### config.mk
export PLATFORM = sky130hd
export DESIGN_NAME = kpa_cordic_lane
export DESIGN_NICKNAME = d
export VERILOG_FILES = /design/src/sv/kpa_pkg.sv /design/src/sv/kpa_cordic_lane.sv
export SDC_FILE = /design/constraint.sdc
export NUM_CORES = 2
export LEC_CHECK = 0
export BUFFER_PORTS_ARGS = -buffer_cell sky130_fd_sc_hd__buf_4
export CORE_ASPECT_RATIO = 1.1
export CORE_MARGIN = 3
export CORE_UTILIZATION = 55
export CTS_CLUSTER_SIZE = 25
export DETAILED_ROUTE_END_ITERATION = 8
export GPL_TIMING_DRIVEN = 0
export PLACE_DENSITY_LB_ADDON = 0.15
export SYNTH_ARGS = -nofsm -noshare
export SYNTH_HDL_FRONTEND = slang
export SYNTH_SLANG_ARGS = --single-unit
### constraint.sdc
create_clock -name clock -period 4.3 [get_ports clock]
set_clock_uncertainty 0.1 [all_clocks]
set_input_delay 0.215 -clock clock [delete_from_list [all_inputs] [get_ports clock]]
set_output_delay 0.215 -clock clock [all_outputs]
set_load 0.1 [all_outputs]
### src/sv/kpa_pkg.sv
`default_nettype none

package kpa_pkg;

   // default build parameters
   localparam int KPA_COORD_BITS   = 10;
   localparam int KPA_CORDIC_STEPS = 16;

   // fixed field widths
   localparam int PIX_W   = 10;
   localparam int TURN_W  = 17;
   localparam int OUT_W   = 16;
   localparam int CSR_IDX_W = 1;

   // cordic formats
   localparam int PRESCALE  = 24;
   localparam int TABLE_LEN = 24;
   localparam int ATAN_W    = 22;
   localparam int ANG_W     = 26;

   // merge formats: difference, reduced, modulo 360, unsigned angle
   localparam int DIFF_W = 28;
   localparam int RED_W  = 27;
   localparam int MOD_W  = 25;
   localparam int ABS_W  = 24;

   // angles in 2^-16 degree; OUT_180 in 2^-8 degree
   localparam int DEG_90   = 90 * 65536;
   localparam int DEG_180  = 180 * 65536;
   localparam int DEG_360  = 360 * 65536;
   localparam int DEG_720  = 720 * 65536;
   localparam int DEG_1080 = 1080 * 65536;
   localparam int OUT_180  = 46080;
   localparam int ROUND_HALF = 128;
   localparam int ROUND_SHIFT = 8;

   // register indexes
   localparam logic [CSR_IDX_W-1:0] CSR_TURN_FIRST  = 1'b0;
   localparam logic [CSR_IDX_W-1:0] CSR_TURN_SECOND = 1'b1;

   // register reset values
   localparam logic signed [TURN_W-1:0] TURN_FIRST_RESET  = -17'sd43817;
   localparam logic signed [TURN_W-1:0] TURN_SECOND_RESET = -17'sd13332;

   // atan(2^-i) in 2^-16 degree, rounded to nearest
   localparam logic [ATAN_W-1:0] ARCTAN_TAB [TABLE_LEN] = '{
      22'd2949120, 22'd1740967, 22'd919879, 22'd466945, 22'd234379, 22'd117304,
      22'd58666, 22'd29335, 22'd14668, 22'd7334, 22'd3667, 22'd1833,
      22'd917, 22'd458, 22'd229, 22'd115, 22'd57, 22'd29,
      22'd14, 22'd7, 22'd4, 22'd2, 22'd1, 22'd0
   };

   // control that travels beside the data
   typedef struct packed {
      logic valid;
      logic degen;
   } ctl_type;

endpackage

`default_nettype wire

### src/sv/kpa_cordic_lane.sv
`default_nettype none

module kpa_cordic_lane import kpa_pkg::*; #(
   parameter int COORD_BITS   = KPA_COORD_BITS,
   parameter int CORDIC_STEPS = KPA_CORDIC_STEPS
) (
   input  wire logic                     clock,
   input  wire logic signed [COORD_BITS:0] x_in,
   input  wire logic signed [COORD_BITS:0] y_in,
   output logic signed [ANG_W-1:0]       angle
);

   localparam int DW    = COORD_BITS + 1;
   localparam int LW    = COORD_BITS + PRESCALE + 3;
   localparam int NSTEP = (CORDIC_STEPS < TABLE_LEN) ? CORDIC_STEPS : TABLE_LEN;

   logic                    neg;
   logic signed [DW-1:0]    xp;
   logic signed [DW-1:0]    yp;
   logic signed [ANG_W-1:0] z0;

   logic signed [LW-1:0]    x_ff [0:NSTEP-1];
   logic signed [LW-1:0]    y_ff [0:NSTEP-1];
   logic signed [ANG_W-1:0] z_ff [0:NSTEP];

   // fold left half plane into right half plane
   always_comb begin
      neg = x_in[DW-1];
      xp  = neg ? -x_in : x_in;
      yp  = neg ? -y_in : y_in;
      if (!neg) begin
         z0 = '0;
      end else if (!y_in[DW-1]) begin
         z0 = ANG_W'(DEG_180);
      end else begin
         z0 = -ANG_W'(DEG_180);
      end
   end

   // prescaled start vector
   always_ff @(posedge clock) begin
      x_ff[0] <= $signed({{(LW-DW-PRESCALE){xp[DW-1]}}, xp, {PRESCALE{1'b0}}});
      y_ff[0] <= $signed({{(LW-DW-PRESCALE){yp[DW-1]}}, yp, {PRESCALE{1'b0}}});
      z_ff[0] <= z0;
   end

   // one rotation per stage, driving y toward zero
   for (genvar i = 0; i < NSTEP; i++) begin : g_step
      logic signed [ANG_W-1:0] atan_i;
      assign atan_i = $signed({{(ANG_W-ATAN_W){1'b0}}, ARCTAN_TAB[i]});

      always_ff @(posedge clock) begin
         if (!y_ff[i][LW-1]) begin
            z_ff[i+1] <= z_ff[i] + atan_i;
         end else begin
            z_ff[i+1] <= z_ff[i] - atan_i;
         end
      end

      if (i < NSTEP - 1) begin : g_xy
         always_ff @(posedge clock) begin
            if (!y_ff[i][LW-1]) begin
               x_ff[i+1] <= x_ff[i] + (y_ff[i] >>> i);
               y_ff[i+1] <= y_ff[i] - (x_ff[i] >>> i);
            end else begin
               x_ff[i+1] <= x_ff[i] - (y_ff[i] >>> i);
               y_ff[i+1] <= y_ff[i] + (x_ff[i] >>> i);
            end
         end
      end
   end

   assign angle = z_ff[NSTEP];

endmodule

`default_nettype wire

==> run metrics <==
status finished, violations left; failing checks negative setup slack; port buffer count 47; largest net degree at the start of global routing 30; gr usage total ~29%; I/O pin count 49; YS warnings 0; Residual DRC 0; initial antenna violation count 5; Placed Cells incl. Taps 12600; CTS tree yes; Worst setup SP type flip-flop; Hold Path Depth 3; post-DR vias/cell ~5.9; period utilization 105%; Routed Antenna Nets 0; Slew Limit Fails 0; core box area between 150000 and 200000 µm²; Distinct cells, synth approximately 100; H-tree depth 4; number of fill cells in the layout approximately 13000; slew margin rel. just under 9%; Max clock buf depth 3; Vias around 78000; Seq/Total Area, Yosys between 20% and 30%; area grow syn2layout 16.6%; number of synthesized flops with an enable pin 0; Post-Layout Cell Count 13200; CP max stage cell or4b_1; Synth Area in Adders 17.3%; HP Class in2reg; mux cell area share after synthesis less than 1%; RSZ-0062 raised after global routing yes; critical path endpoint category flip-flop; DP Wirelength approximately 200000 µm; Synth Area in Simple Gates about 16%; share of cells above drive strength 1 between 10% and 20%; Final Hold Violating Endpoints 0; DRT Pass-1 Iters 6; FF+latch count, synth around 1200; FP Rows roughly 150; Worst-path clk slew 0.06 ns; vias in the first global route between 70000 and 80000; WL final between 200000 and 300000 µm; Die Y roughly 430 µm; clk_lat worst skew between 0.7 and 0.8 ns; Arrival @ worst endpoint ~5.0 ns; CTS Sinks roughly 1200; crit-path max FO 5; number of max-cap violations 0; CP Class reg2reg; Synth area leaders dfxtp_1 27%, ha_1 17%, xnor2_1 10%; final core occ 64.9%; Initial Util 55.7%; ys async rst share 0%; slack of the critical path -0.196 ns; Final min period ~4.5 ns; setup_tns -1.22 ns; NumNets Final 12200; Mean Syn Cell Area between 8 and 9 µm²; final setup fails 14; worst-case reg-to-reg path depth 16; 1st-iter DRT viols around 4900; Syn Inst Count ~10000; Worst Tran Pin Value 1.36 ns; post-synthesis cell area ~90000 µm²; Synth Area in Compound Gates 21.4%; xor/xnor share of the synthesized area 15.1%; hold slack 0.0871 ns; wire per inst roughly 19 µm; clk root buf clkbuf_16; die width 388 µm; TritonCTS Buffers around 140; biggest area consumer among synthesized cells dfxtp_1; routability cong. just under 1; Required @ worst endpoint between 4 and 5 ns; gr ovfl total 0; Syn Nets 11700; top-area cell type share of the netlist area between 20% and 30%; first-pass GRT wire length a little under 400000 µm; CP peak stage delay between 0.5 and 0.6 ns; Total Die Area between 150000 and 200000 µm²; largest family of logic cells by synthesized area compound AO/OA/AOI/OAI gates; Peak Freq ~0.22 GHz; Top FF cell, synth dfxtp_1; cell chain of the critical path nor3_1 > nand3_1 > nor3_4 > nor2b_2 > a21oi_1 > xor2_1 > ha_2 > and4_1 > or4b_1 > a211oi_4 > o31ai_4 > o21ai_2 > nor4_2 > nor2_1 > o41ai_2 > xnor2_2
-- kinds of logic (layout without fill, tap and decap cells) --
group	count (synthesis)	in the layout
AO/OA/AOI/OAI	2943	2943
other	1	4
adder cells (fa/ha/maj)	1201	1201
AND/OR/NAND/NOR	2907	2907
buffers and inverters	647	1277
XOR/XNOR	1529	1529
multiplexers	61	61
flip-flops	1187	1187
-- Yosys cell counts (33+ instances only) --
master / number
dfxtp_1: 1187
ha_1: 1169
nor2_1: 1060
a21oi_1: 1048
xnor2_1: 1021
xor2_1: 508
nand2_1: 502
inv_1: 476
o21ai_0: 430
a21o_1: 420
nor3_1: 312
o21a_1: 187
nand3_1: 162
o21bai_1: 162
nor2b_1: 141
nand2b_1: 136
clkbuf_1: 133
a31oi_1: 119
and3_1: 103
and2_1: 87
nor4_1: 80
nand4_1: 77
or3_1: 73
a211oi_1: 65
o31ai_1: 49
o41ai_1: 47
or4_1: 42
mux2_2: 35
a31o_2: 33
-- repair_timing --
action                                  4_1_cts  5_1_grt
resized for setup                           527      490
pin swaps                                   169      337
endpoints found under the setup margin      630      196
setup buffers                               157      176
hold endpoints to repair                     25        0
hold buffers                                 42        0
-- cell usage in the layout, fill, tap and decap left out, drive strengths merged, types with 88 or more instances in the layout --
cell	count
nor2	1060
inv	485
nor2b	141
nand2	503
xnor2	1021
and3	104
o21ai	445
buf	409
nand2b	136
xor2	508
clkbuf	292
nor3	314
and2	88
o21bai	162
a21o	420
ha	1169
a21oi	1049
nand3	162
o21a	187
dfxtp	1187
a31oi	121
-- worst paths after layout --
check,end,slack [ns],from
max,y_ff[11][36],-0.20,x_ff[10][14]
min,x_ff[0][32],0.09,x_in[8]
max reg2reg,y_ff[11][36],-0.20,x_ff[10][14]
min reg2reg,z_ff[6][1],0.23,z_ff[5][1]
-- critical path: cells and delay by family (launching register included) --
family / cells / cell delay, ns
fa+ha+maj: 1 / 0.40
flops: 1 / 0.42
xor+xnor: 2 / 0.64
simple gates: 8 / 1.94
compound gates: 5 / 0.83
-- registers in the layout, indices dropped and copies added (netlist names) --
name and flops:
x_ff 401, z_ff 373, y_ff 413
-- cell type report --
type	count	area (µm²)	area share [%]
multi-input cells	8642	66000	64.0
flip-flops and latches	1187	24000	23.2
clock buffers	186	3880	3.77
repair buffers	420	3400	3.29
well taps	2092	2620	2.54
inverters	481	1840	1.78
clock inverters	53	728	0.706
plain buffers	137	698	0.677
diodes	3	7.51	0.00728
-- through the flow --
stage	cell area [µm²]	setup slack (ns)
4_1_cts	99800	-0.238
3_3_place_gp	91500	-2.70
5_1_grt	103000	-0.316
2_1_floorplan	88500	-0.0271
6_report	103000	-0.196
3_5_place_dp	91500	-2.70
-- metal layers --
metal	track usage (%)	up-vias	wire length, µm
li1	-	38500	-
met2	51.3	2175	123000
met1	34.9	37000	106000
met5	0	-	23
met3	3.72	642	12900
met4	13.3	4	12200
Power is left out: the tool's default activity adds up to more than one toggle a clock period on the data nets, which glitch-free logic cannot reach.
