### src/sv/kpa_pkg.sv
`default_nettype none

package kpa_pkg;

   // default build parameters
   localparam int KPA_COORD_BITS   = 10;
   localparam int KPA_CORDIC_STEPS = 16;

   // fixed field widths
   localparam int PIX_W   = 10;
   localparam int TURN_W  = 17;
   localparam int OUT_W   = 16;
   localparam int CSR_IDX_W = 1;

   // cordic formats
   localparam int PRESCALE  = 24;
   localparam int TABLE_LEN = 24;
   localparam int ATAN_W    = 22;
   localparam int ANG_W     = 26;

   // merge formats: difference, reduced, modulo 360, unsigned angle
   localparam int DIFF_W = 28;
   localparam int RED_W  = 27;
   localparam int MOD_W  = 25;
   localparam int ABS_W  = 24;

   // angles in 2^-16 degree; OUT_180 in 2^-8 degree
   localparam int DEG_90   = 90 * 65536;
   localparam int DEG_180  = 180 * 65536;
   localparam int DEG_360  = 360 * 65536;
   localparam int DEG_720  = 720 * 65536;
   localparam int DEG_1080 = 1080 * 65536;
   localparam int OUT_180  = 46080;
   localparam int ROUND_HALF = 128;
   localparam int ROUND_SHIFT = 8;

   // register indexes
   localparam logic [CSR_IDX_W-1:0] CSR_TURN_FIRST  = 1'b0;
   localparam logic [CSR_IDX_W-1:0] CSR_TURN_SECOND = 1'b1;

   // register reset values
   localparam logic signed [TURN_W-1:0] TURN_FIRST_RESET  = -17'sd43817;
   localparam logic signed [TURN_W-1:0] TURN_SECOND_RESET = -17'sd13332;

   // atan(2^-i) in 2^-16 degree, rounded to nearest
   localparam logic [ATAN_W-1:0] ARCTAN_TAB [TABLE_LEN] = '{
      22'd2949120, 22'd1740967, 22'd919879, 22'd466945, 22'd234379, 22'd117304,
      22'd58666, 22'd29335, 22'd14668, 22'd7334, 22'd3667, 22'd1833,
      22'd917, 22'd458, 22'd229, 22'd115, 22'd57, 22'd29,
      22'd14, 22'd7, 22'd4, 22'd2, 22'd1, 22'd0
   };

   // control that travels beside the data
   typedef struct packed {
      logic valid;
      logic degen;
   } ctl_type;

endpackage

`default_nettype wire

### src/sv/kpa_angle_merge.sv
`default_nettype none

module kpa_angle_merge import kpa_pkg::*; (
   input  wire logic                     clock,
   input  wire logic                     reset,
   input  wire ctl_type                  ctl_in,
   input  wire logic signed [ANG_W-1:0]  theta_a,
   input  wire logic signed [ANG_W-1:0]  theta_b,
   input  wire logic signed [TURN_W-1:0] turn_first,
   input  wire logic signed [TURN_W-1:0] turn_second,
   output logic                          rsp_strobe,
   output logic [OUT_W-1:0]              rsp_zeta_angle,
   output logic [OUT_W-1:0]              rsp_mu_angle,
   output logic                          rsp_degenerate
);

   localparam int NANG = 2;

   ctl_type                  ctl_ff [0:3];
   logic signed [DIFF_W-1:0] d_ff   [NANG];
   logic [RED_W-1:0]         red_ff [NANG];
   logic [MOD_W-1:0]         mod_ff [NANG];
   logic [ABS_W-1:0]         abs_ff [NANG];
   logic [OUT_W-1:0]         sup    [NANG];

   logic                     strobe_ff;
   logic                     degen_ff;
   logic [OUT_W-1:0]         zeta_ff;
   logic [OUT_W-1:0]         mu_ff;

   logic signed [DIFF_W-1:0] tha_x;
   logic signed [DIFF_W-1:0] thb_x;
   logic signed [DIFF_W-1:0] turn1_x;
   logic signed [DIFF_W-1:0] turn2_x;

   // widen angles and turns to the difference format
   assign tha_x   = DIFF_W'(theta_a);
   assign thb_x   = DIFF_W'(theta_b);
   assign turn1_x = DIFF_W'($signed({turn_first, 8'b0}));
   assign turn2_x = DIFF_W'($signed({turn_second, 8'b0}));

   // control alongside the four merge stages
   always_ff @(posedge clock) begin
      if (reset) begin
         for (int k = 0; k < 4; k++) begin
            ctl_ff[k] <= '0;
         end
      end else begin
         ctl_ff[0] <= ctl_in;
         for (int k = 1; k < 4; k++) begin
            ctl_ff[k] <= ctl_ff[k-1];
         end
      end
   end

   // turned direction minus reference direction
   always_ff @(posedge clock) begin
      d_ff[0] <= tha_x + turn1_x - DIFF_W'(DEG_90);
      d_ff[1] <= tha_x + turn2_x - thb_x;
   end

   for (genvar k = 0; k < NANG; k++) begin : g_ang
      logic [MOD_W-1:0]   mod_c;
      logic [ABS_W:0]     rnd;

      // bring into 0..1080 degrees
      always_ff @(posedge clock) begin
         if (d_ff[k][DIFF_W-1]) begin
            red_ff[k] <= RED_W'(d_ff[k] + DIFF_W'(DEG_1080));
         end else begin
            red_ff[k] <= RED_W'(d_ff[k]);
         end
      end

      // modulo 360 degrees
      always_ff @(posedge clock) begin
         if (red_ff[k] >= RED_W'(DEG_720)) begin
            mod_ff[k] <= MOD_W'(red_ff[k] - RED_W'(DEG_720));
         end else if (red_ff[k] >= RED_W'(DEG_360)) begin
            mod_ff[k] <= MOD_W'(red_ff[k] - RED_W'(DEG_360));
         end else begin
            mod_ff[k] <= MOD_W'(red_ff[k]);
         end
      end

      // unsigned angle, at most 180 degrees
      assign mod_c = MOD_W'(DEG_360) - mod_ff[k];
      always_ff @(posedge clock) begin
         abs_ff[k] <= (mod_ff[k] > mod_c) ? ABS_W'(mod_c) : ABS_W'(mod_ff[k]);
      end

      // round to 1/256 degree and take the supplement
      assign rnd    = {1'b0, abs_ff[k]} + (ABS_W+1)'(ROUND_HALF);
      assign sup[k] = OUT_W'(OUT_180) - OUT_W'(rnd >> ROUND_SHIFT);
   end

   // result register
   always_ff @(posedge clock) begin
      if (reset) begin
         strobe_ff <= 1'b0;
      end else begin
         strobe_ff <= ctl_ff[3].valid;
      end
   end

   always_ff @(posedge clock) begin
      degen_ff <= ctl_ff[3].degen;
      zeta_ff  <= ctl_ff[3].degen ? '0 : sup[0];
      mu_ff    <= ctl_ff[3].degen ? '0 : sup[1];
   end

   assign rsp_strobe     = strobe_ff;
   assign rsp_degenerate = degen_ff;
   assign rsp_zeta_angle = zeta_ff;
   assign rsp_mu_angle   = mu_ff;

endmodule

`default_nettype wire
### config.mk
export PLATFORM = sky130hd
export DESIGN_NAME = kpa_angle_merge
export DESIGN_NICKNAME = d
export VERILOG_FILES = /design/src/sv/kpa_pkg.sv /design/src/sv/kpa_angle_merge.sv
export SDC_FILE = /design/constraint.sdc
export NUM_CORES = 1
export LEC_CHECK = 0
export BUFFER_PORTS_ARGS = -buffer_cell sky130_fd_sc_hd__clkbuf_2
export CAP_MARGIN = 20
export CORE_UTILIZATION = 45
export DETAILED_ROUTE_END_ITERATION = 12
export PLACE_DENSITY = 0.73
export SYNTH_ARGS = -nofsm -noshare
export SYNTH_HDL_FRONTEND = slang
export SYNTH_SLANG_ARGS = --single-unit
export TNS_END_PERCENT = 1
### constraint.sdc
create_clock -name clock -period 6.1 [get_ports clock]
set_input_delay 0.915 -clock clock [delete_from_list [all_inputs] [get_ports clock]]
set_output_delay 0.915 -clock clock [all_outputs]
set_load 0.03 [all_outputs]
==> results of run 1 <==
-- worst reg2reg max path, cell delays in order (launching register included) --
cell,delay [ns]
edfxtp_1,0.45
nor3_1,0.44
nand3_1,0.17
or3_1,0.42
or3_1,0.35
or3_1,0.33
or3_1,0.33
ha_1,0.31
nand3b_1,0.23
a2111oi_0,0.48
o41ai_1,0.15
a21o_1,0.19
nor3b_4,0.19
nor2_8,0.28
mux2_4,0.33
-- metrics by stage --
stage / area [um^2] / total power, mW / setup slack, ns
finish: 14630 / 7.136 / 1.318
global route: 14630 / 7.689 / 0.9301
CTS: 14600 / 7.187 / 1.304
detailed placement: 13760 / 5.647 / 1.357
global placement: 13760 / 5.566 / 1.541
floorplan: 12740 / 4.974 / 1.897
-- placed cells by master, fill, tap and decap left out, drive strengths merged, types with 5 or more instances in the layout --
cell	instances
a31oi	14
nor4	12
mux2	20
nor2	84
conb	50
o21ai	42
dfxtp	186
a311oi	5
a21o	22
nand3b	7
ha	115
xor2	34
mux2i	11
nor2b	22
nand3	31
o21bai	15
a31o	6
fa	20
xnor2	95
and3	13
inv	139
clkinv	9
nand2b	11
and4	6
nand2	61
nor3	19
edfxtp	50
o31ai	7
nand4	20
clkbuf	149
and2	9
or2	6
or3	28
a21oi	64
o211ai	8
-- layer usage --
metal	share of wire, %	track usage (%)
met2	46	29.86
met3	5.3	3.250
met4	1.6	4.191
met5	0.045	0
met1	47	22.63
-- power groups by stage --
stage | logic (mW) | registers, mW | clock network [mW]
after floorplan | 2.17 | 2.81 | 0
after global placement | 2.82 | 2.75 | 0
after detailed placement | 2.88 | 2.77 | 0
after CTS | 2.90 | 2.74 | 1.56
after global routing | 3.24 | 2.81 | 1.63
final | 2.89 | 2.73 | 1.52
-- worst min path at each step --
| stage | start | end | slack, ns | depth (start not counted) |
|---|---|---|---|---|
| 2_1_floorplan | d_ff[0][0] | red_ff[0][0] | 0.31 | 0 |
| 3_3_place_gp | d_ff[0][7] | red_ff[0][7] | 0.31 | 0 |
| 3_5_place_dp | d_ff[0][14] | red_ff[0][14] | 0.31 | 0 |
| 4_1_cts | d_ff[0][11] | red_ff[0][11] | 0.32 | 0 |
| 5_1_grt | d_ff[0][11] | red_ff[0][11] | 0.32 | 0 |
| 6_report | d_ff[0][11] | red_ff[0][11] | 0.32 | 0 |
-- cell families after synthesis --
| logic type | synth area share [%] |
|---|---|
| other cells | 0.02986 |
| simple gates | 14.90 |
| buf+inv | 4.573 |
| xor+xnor | 8.997 |
| mux | 2.909 |
| compound gates | 12.33 |
| fa+ha+maj | 14.65 |
| flops | 41.61 |
-- flip-flops by register name, indices dropped and copies added (netlist names) --
| signal | flops |
|---|---|
| red_ff | 54 |
| rsp_degenerate | 1 |
| rsp_zeta_angle | 16 |
| rsp_strobe | 1 |
| d_ff | 56 |
| rsp_mu_angle | 16 |
| ctl_ff | 8 |
| abs_ff | 34 |
| mod_ff | 50 |
-- cell type report --
cell class,instances,area share [%]
clock inverters,18,1.548
multi-input cells,919,47.47
clock buffers,26,4.158
inverters,137,3.516
repair buffers,124,4.397
flip-flops and latches,236,35.73
well taps,372,3.182
==> reports/metrics.csv, run 1 <==
metric,value,unit
status,finished clean,
cp.depth,14,
path_cells,nor3_1 > nand3_1 > or3_1 > or3_1 > or3_1 > or3_1 > ha_1 > nand3b_1 > a2111oi_0 > o41ai_1 > a21o_1 > nor3b_4 > nor2_8 > mux2_4,
fin_skew,0.02241,ns
cp-endpoint,abs_ff[0][39],
total_leakage_power,6.604,nW
portBuffers,123,
cts_sinks,236,
start_kind,flip-flop,
r2r-end,abs_ff[0][39],
htreeDepth,1,
final_core_util,53.82,%
cts_buffer_depth,3,
p_switching,2.644,mW
cap_viol_max_count,0,
final_cell_count_no_fill,1832,
syn_inst,1259,
ff2ff_path_depth,14,
setup_violations,0,
firstDrtPassIters,5,
cpMostUsedCell,or3_1,
ant_nets,0,
cpPeakStageDelay,0.48,ns
syn_avg_cell_area,9.975,um^2
cp-startpoint,mod_ff[1][3],
holdWs,0.3219,ns
fillers,2452,
drt-initial-drc-count,444,
yosysMostFrequentCell,dfxtp_1,
cp_num_buf_inv,0,
dr_total_vias,9038,
setup_tns,0,ns
dp_cells,1787,
critPathKind,flip-flop to flip-flop,
rsz0062_at_grt,no,
vdd_ir_drop_max,0.0002007,V
cts_resized,0,
p_seq_share,38.3,%
r2r_start,mod_ff[1][3],
insertion_delay,0.53,ns
cp.required,6.50,ns
yosysWarnings,0,
drc,0,
placeableCoreArea,27180,um^2
rows,60,
path_clk_slew,0.06,ns
cts_tree,done,
gr-total-overflow,0,
wl_per_cell,13.34,um
synthesis.area,12560,um^2
slew_headroom,51.70,%
post_cts_buffers,0,
finalHoldViolations,0,
drt-total-wl,24430,um
swShare,37.05,%
cts-root-buf,clkbuf_16,
synth_top_cells_by_area,"dfxtp_1 30%, edfxtp_1 12%, ha_1 11%, xnor2_1 6.6%, inv_1 4.1%",
synthFlopType,dfxtp_1,
cp.arrival,5.19,ns
worstMarginPinSlew,0.7245,ns
hpwlAfterDp,19730,um
grt_max_degree,35,
crit_fanout,8,
ys_seq_elements,236,
numCtsBuffers,24,
p_comb_share,40.4,%
grt_use_total,17.42,%
p_clk_share,21.3,%
grt_pass1_wl,40940,um
crit_family,simple AND/OR/NAND/NOR gates,
synth_edf_count,50,
synth_async_sr_flop_share,0,%
internal_power,4.492,mW
fp.dieH,169.1,um
min_period,4.782,ns
avgViaCountPerCell,4.933,
netlist.top_cell.by_area,dfxtp_1,
multi_input_area,6943,um^2
fmax,209.1,MHz
place_congestion,0.8784,
diodes,0,
seq_area_frac_synth,41.61,%
timing.final.crit_share,78.40,%
maxSlewViolCount,0,
start_util,46.21,%
die_x,169.1,um
finalNetCount,1667,
synth_top_cell_area_share,29.65,%
power.density,487.9,nW/um^2
synthToLayoutAreaGrowth,16.46,%
synth_cell_type_count,79,
drive_gt1_share,14.04,%
die_area,28580,um^2
register_area,5225,um^2
r2r_setup_slack,1.32,ns
grt_pass1_vias,8752,
antenna_found_initial,2,
critPathSlowestCell,a2111oi_0,
io_pins,124,
hold_buffers,0,
holdCritPathClass,flip-flop to flip-flop,
synth_commonest_cells,"186 x dfxtp_1, 137 x inv_1, 115 x ha_1, 95 x xnor2_1, 83 x nor2_1",
cp-end-kind,flip-flop,
Note: power is estimated with default switching activity, not from simulation.
==> run 2: changes to the inputs <==
--- a/config.mk
+++ b/config.mk
@@ -9,7 +9,7 @@
 export CAP_MARGIN = 20
 export CORE_UTILIZATION = 45
 export DETAILED_ROUTE_END_ITERATION = 12
-export PLACE_DENSITY = 0.73
+export PLACE_DENSITY = 0.76
 export SYNTH_ARGS = -nofsm -noshare
 export SYNTH_HDL_FRONTEND = slang
 export SYNTH_SLANG_ARGS = --single-unit
==> constraint.sdc (replaced) <==
create_clock -name clock -period 4.1 [get_ports clock]
set_input_delay 0.615 -clock clock [delete_from_list [all_inputs] [get_ports clock]]
set_output_delay 0.615 -clock clock [all_outputs]
set_load 0.03 [all_outputs]
==> run 2 against run 1 <==
  * Clock skew down 0.0094 ns
  * Die area unchanged
  * Global-route usage grew 0.36 points
  * Via count up 1.8%
  * First-iteration DRC count is 20% higher
  * Critical endpoint is now abs_ff[0][13]
==> reports/metrics.csv, run 2 (synthesis gave the netlist of run 1 again) <==
metric,value,unit,change
portBuffers,123,,unchanged
start_util,46.21,%,unchanged
p_switching,3.994,mW,+51%
min_to,d_ff[0][2],,
ant_nets,0,,unchanged
fillers,2387,,-2.7%
drt-total-wl,24940,um,+2.1%
r2r-end,abs_ff[0][13],,
rsz0062_at_grt,yes,,
start_kind,flip-flop,,
worstMarginPinSlew,0.7012,ns,-0.02330 ns
p_seq_share,37.2,%,-1.1 points
maxSlewViolCount,0,,unchanged
register_area,5225,um^2,unchanged
whs_path_depth,1,,+1
slew_headroom,53.26,%,+1.6 points
vdd_ir_drop_max,0.0003980,V,+98%
timing.final.crit_share,99.83,%,+21 points
cts_sinks,236,,unchanged
hpwlAfterDp,19950,um,+1.1%
cp-end-kind,flip-flop,,
rows,60,,unchanged
cts-root-buf,clkbuf_16,,
numCtsBuffers,25,,+4.2%
synthToLayoutAreaGrowth,20.14,%,
largestRegisters,"d_ff: 56 flops, red_ff: 54 flops, mod_ff: 50 flops",,
critPathKind,flip-flop to flip-flop,,
final_core_util,55.52,%,+1.7 points
antenna_found_initial,0,,-2
r2r_setup_slack,0.007,ns,-1.31 ns
min_period,4.093,ns,-0.6894 ns
layout_commonest_cell,dfxtp_1,,
r2r_start,mod_ff[0][2],,
placeableCoreArea,27180,um^2,unchanged
setup_violations,0,,unchanged
die_area,28580,um^2,unchanged
fin_area,15090,um^2,+3.2%
post_dp_cell_area,14010,um^2,+1.8%
die_x,169.1,um,unchanged
path_clk_slew,0.06,ns,about the same
multi_input_area,7112,um^2,+2.4%
top_register,d_ff,,
status,finished clean,,
drc,0,,unchanged
wl_per_cell,13.32,um,-0.15%
mostFrequentLayoutCells,"186 x dfxtp_1, 137 x inv_1, 123 x clkbuf_2",,
dpl_worst_slack,-0.08225,ns,-1.440 ns
crit_fanout,9,,+1
drive_gt1_share,18.05,%,+4.0 points
cp.required,4.50,ns,-2.00 ns
cts_buffer_depth,3,,unchanged
cp.arrival,4.50,ns,-0.69 ns
final_cell_count_no_fill,1873,,+2.2%
cts_tree,done,,
p_clk_share,20.3,%,-1.0 points
holdWs,0.2120,ns,-0.1099 ns
p_total,10.89,mW,+53%
io_pins,124,,unchanged
internal_power,6.891,mW,+53%
holdCritPathClass,primary input to flip-flop,,
hp-start,theta_a[2],,
grt_max_degree,35,,unchanged
largest_reg_flops,56,,unchanged
dp_cells,1819,,+1.8%
diodes,0,,unchanged
setup_tns,0,ns,unchanged
grt_use_total,17.78,%,+0.36 points
dr_total_vias,9201,,+1.8%
fp.dieH,169.1,um,unchanged
firstDrtPassIters,7,,+2
place_congestion,0.8904,,+1.4%
fmax,244.3,MHz,+17%
drt-initial-drc-count,534,,+20%
finalHoldViolations,0,,unchanged
total_leakage_power,6.834,nW,+3.5%
grt_pass1_wl,41800,um,+2.1%
cap_viol_max_count,0,,unchanged
ff2ff_path_depth,15,,+1
gr-total-overflow,0,,unchanged
power.density,721.5,nW/um^2,+48%
finalNetCount,1707,,+2.4%
htreeDepth,1,,unchanged
setup_slack,0.006898,ns,-1.311 ns
hold_buffers,0,,unchanged
fin_skew,0.01301,ns,-0.009398 ns
insertion_delay,0.52,ns,about the same
swShare,36.69,%,-0.36 points
avgViaCountPerCell,4.912,,-0.42%
p_comb_share,42.5,%,+2.1 points
grt_pass1_vias,8932,,+2.1%
==> run 2: changes by cell type in the layout (fill, tap and decap cells not counted), sizes merged <==
cell / previous run / this run
buf: 1 / 40
clkbuf: 149 / 156
bufinv: 4 / 2
clkinv: 9 / 7
clkinvlp: 3 / 2
==> run 2: routing by layer <==
layer,up-vias,global-route usage (%),share of wire [%]
met5,-,0,0
met4,0,4.152,1.7
met3,33,2.478,4.5
met2,188,30.83,47
met1,4179,23.40,47
li1,4801,-,-
==> run 2: worst max path at each step <==
stage	startpoint	end	slack, ns	cells after the start
floorplan	mod_ff[1][3]	abs_ff[0][43]	0.02	14
detailed placement	mod_ff[1][3]	abs_ff[0][45]	-0.08	14
finish	mod_ff[0][2]	abs_ff[0][13]	0.007	15
CTS	mod_ff[0][2]	abs_ff[0][19]	0.0003	12
global placement	mod_ff[1][3]	abs_ff[0][45]	0.02	14
global route	mod_ff[0][2]	abs_ff[0][7]	-0.13	15
==> run 2: area by class of cell <==
| type | count | share of cell area (%) |
|---|---|---|
| Multi-Input combinational cell | 919 | 47.14 |
| Sequential cell | 236 | 34.63 |
| Timing Repair Buffer | 163 | 6.286 |
| Clock buffer | 33 | 4.553 |
| Inverter | 137 | 3.409 |
| Tap cell | 372 | 3.085 |
| Clock inverter | 13 | 0.8957 |
==> run 2: worst max-delay path, cell delays in order, from the launching register on <==
cell and delay (ns):
edfxtp_1 0.42, nor3_2 0.24, nand4b_1 0.16, or3_4 0.36
or3_4 0.36, or3_4 0.35, ha_4 0.29, xnor2_2 0.12
nand4_1 0.11, or4_4 0.44, a311oi_2 0.28, a2111oi_2 0.11
o21bai_4 0.18, o21ai_4 0.09, buf_12 0.15, mux2_1 0.32
==> run 2: power by group through the flow <==
| stage | registers, mW | clock network, mW | logic, mW |
|---|---|---|---|
| floorplan | 4.18 | 0 | 3.22 |
| global placement | 4.05 | 0 | 4.38 |
| detailed placement | 4.08 | 0 | 4.44 |
| CTS | 4.04 | 2.26 | 4.49 |
| global route | 4.17 | 2.36 | 5.17 |
| finish | 4.05 | 2.21 | 4.63 |
==> run 2: what timing repair did <==
action | 4_1_cts | 5_1_grt
resized for setup | 3 | 25
pin swaps | 4 | 15
setup endpoints to repair | 21 | 26
buffers inserted | 1 | 6
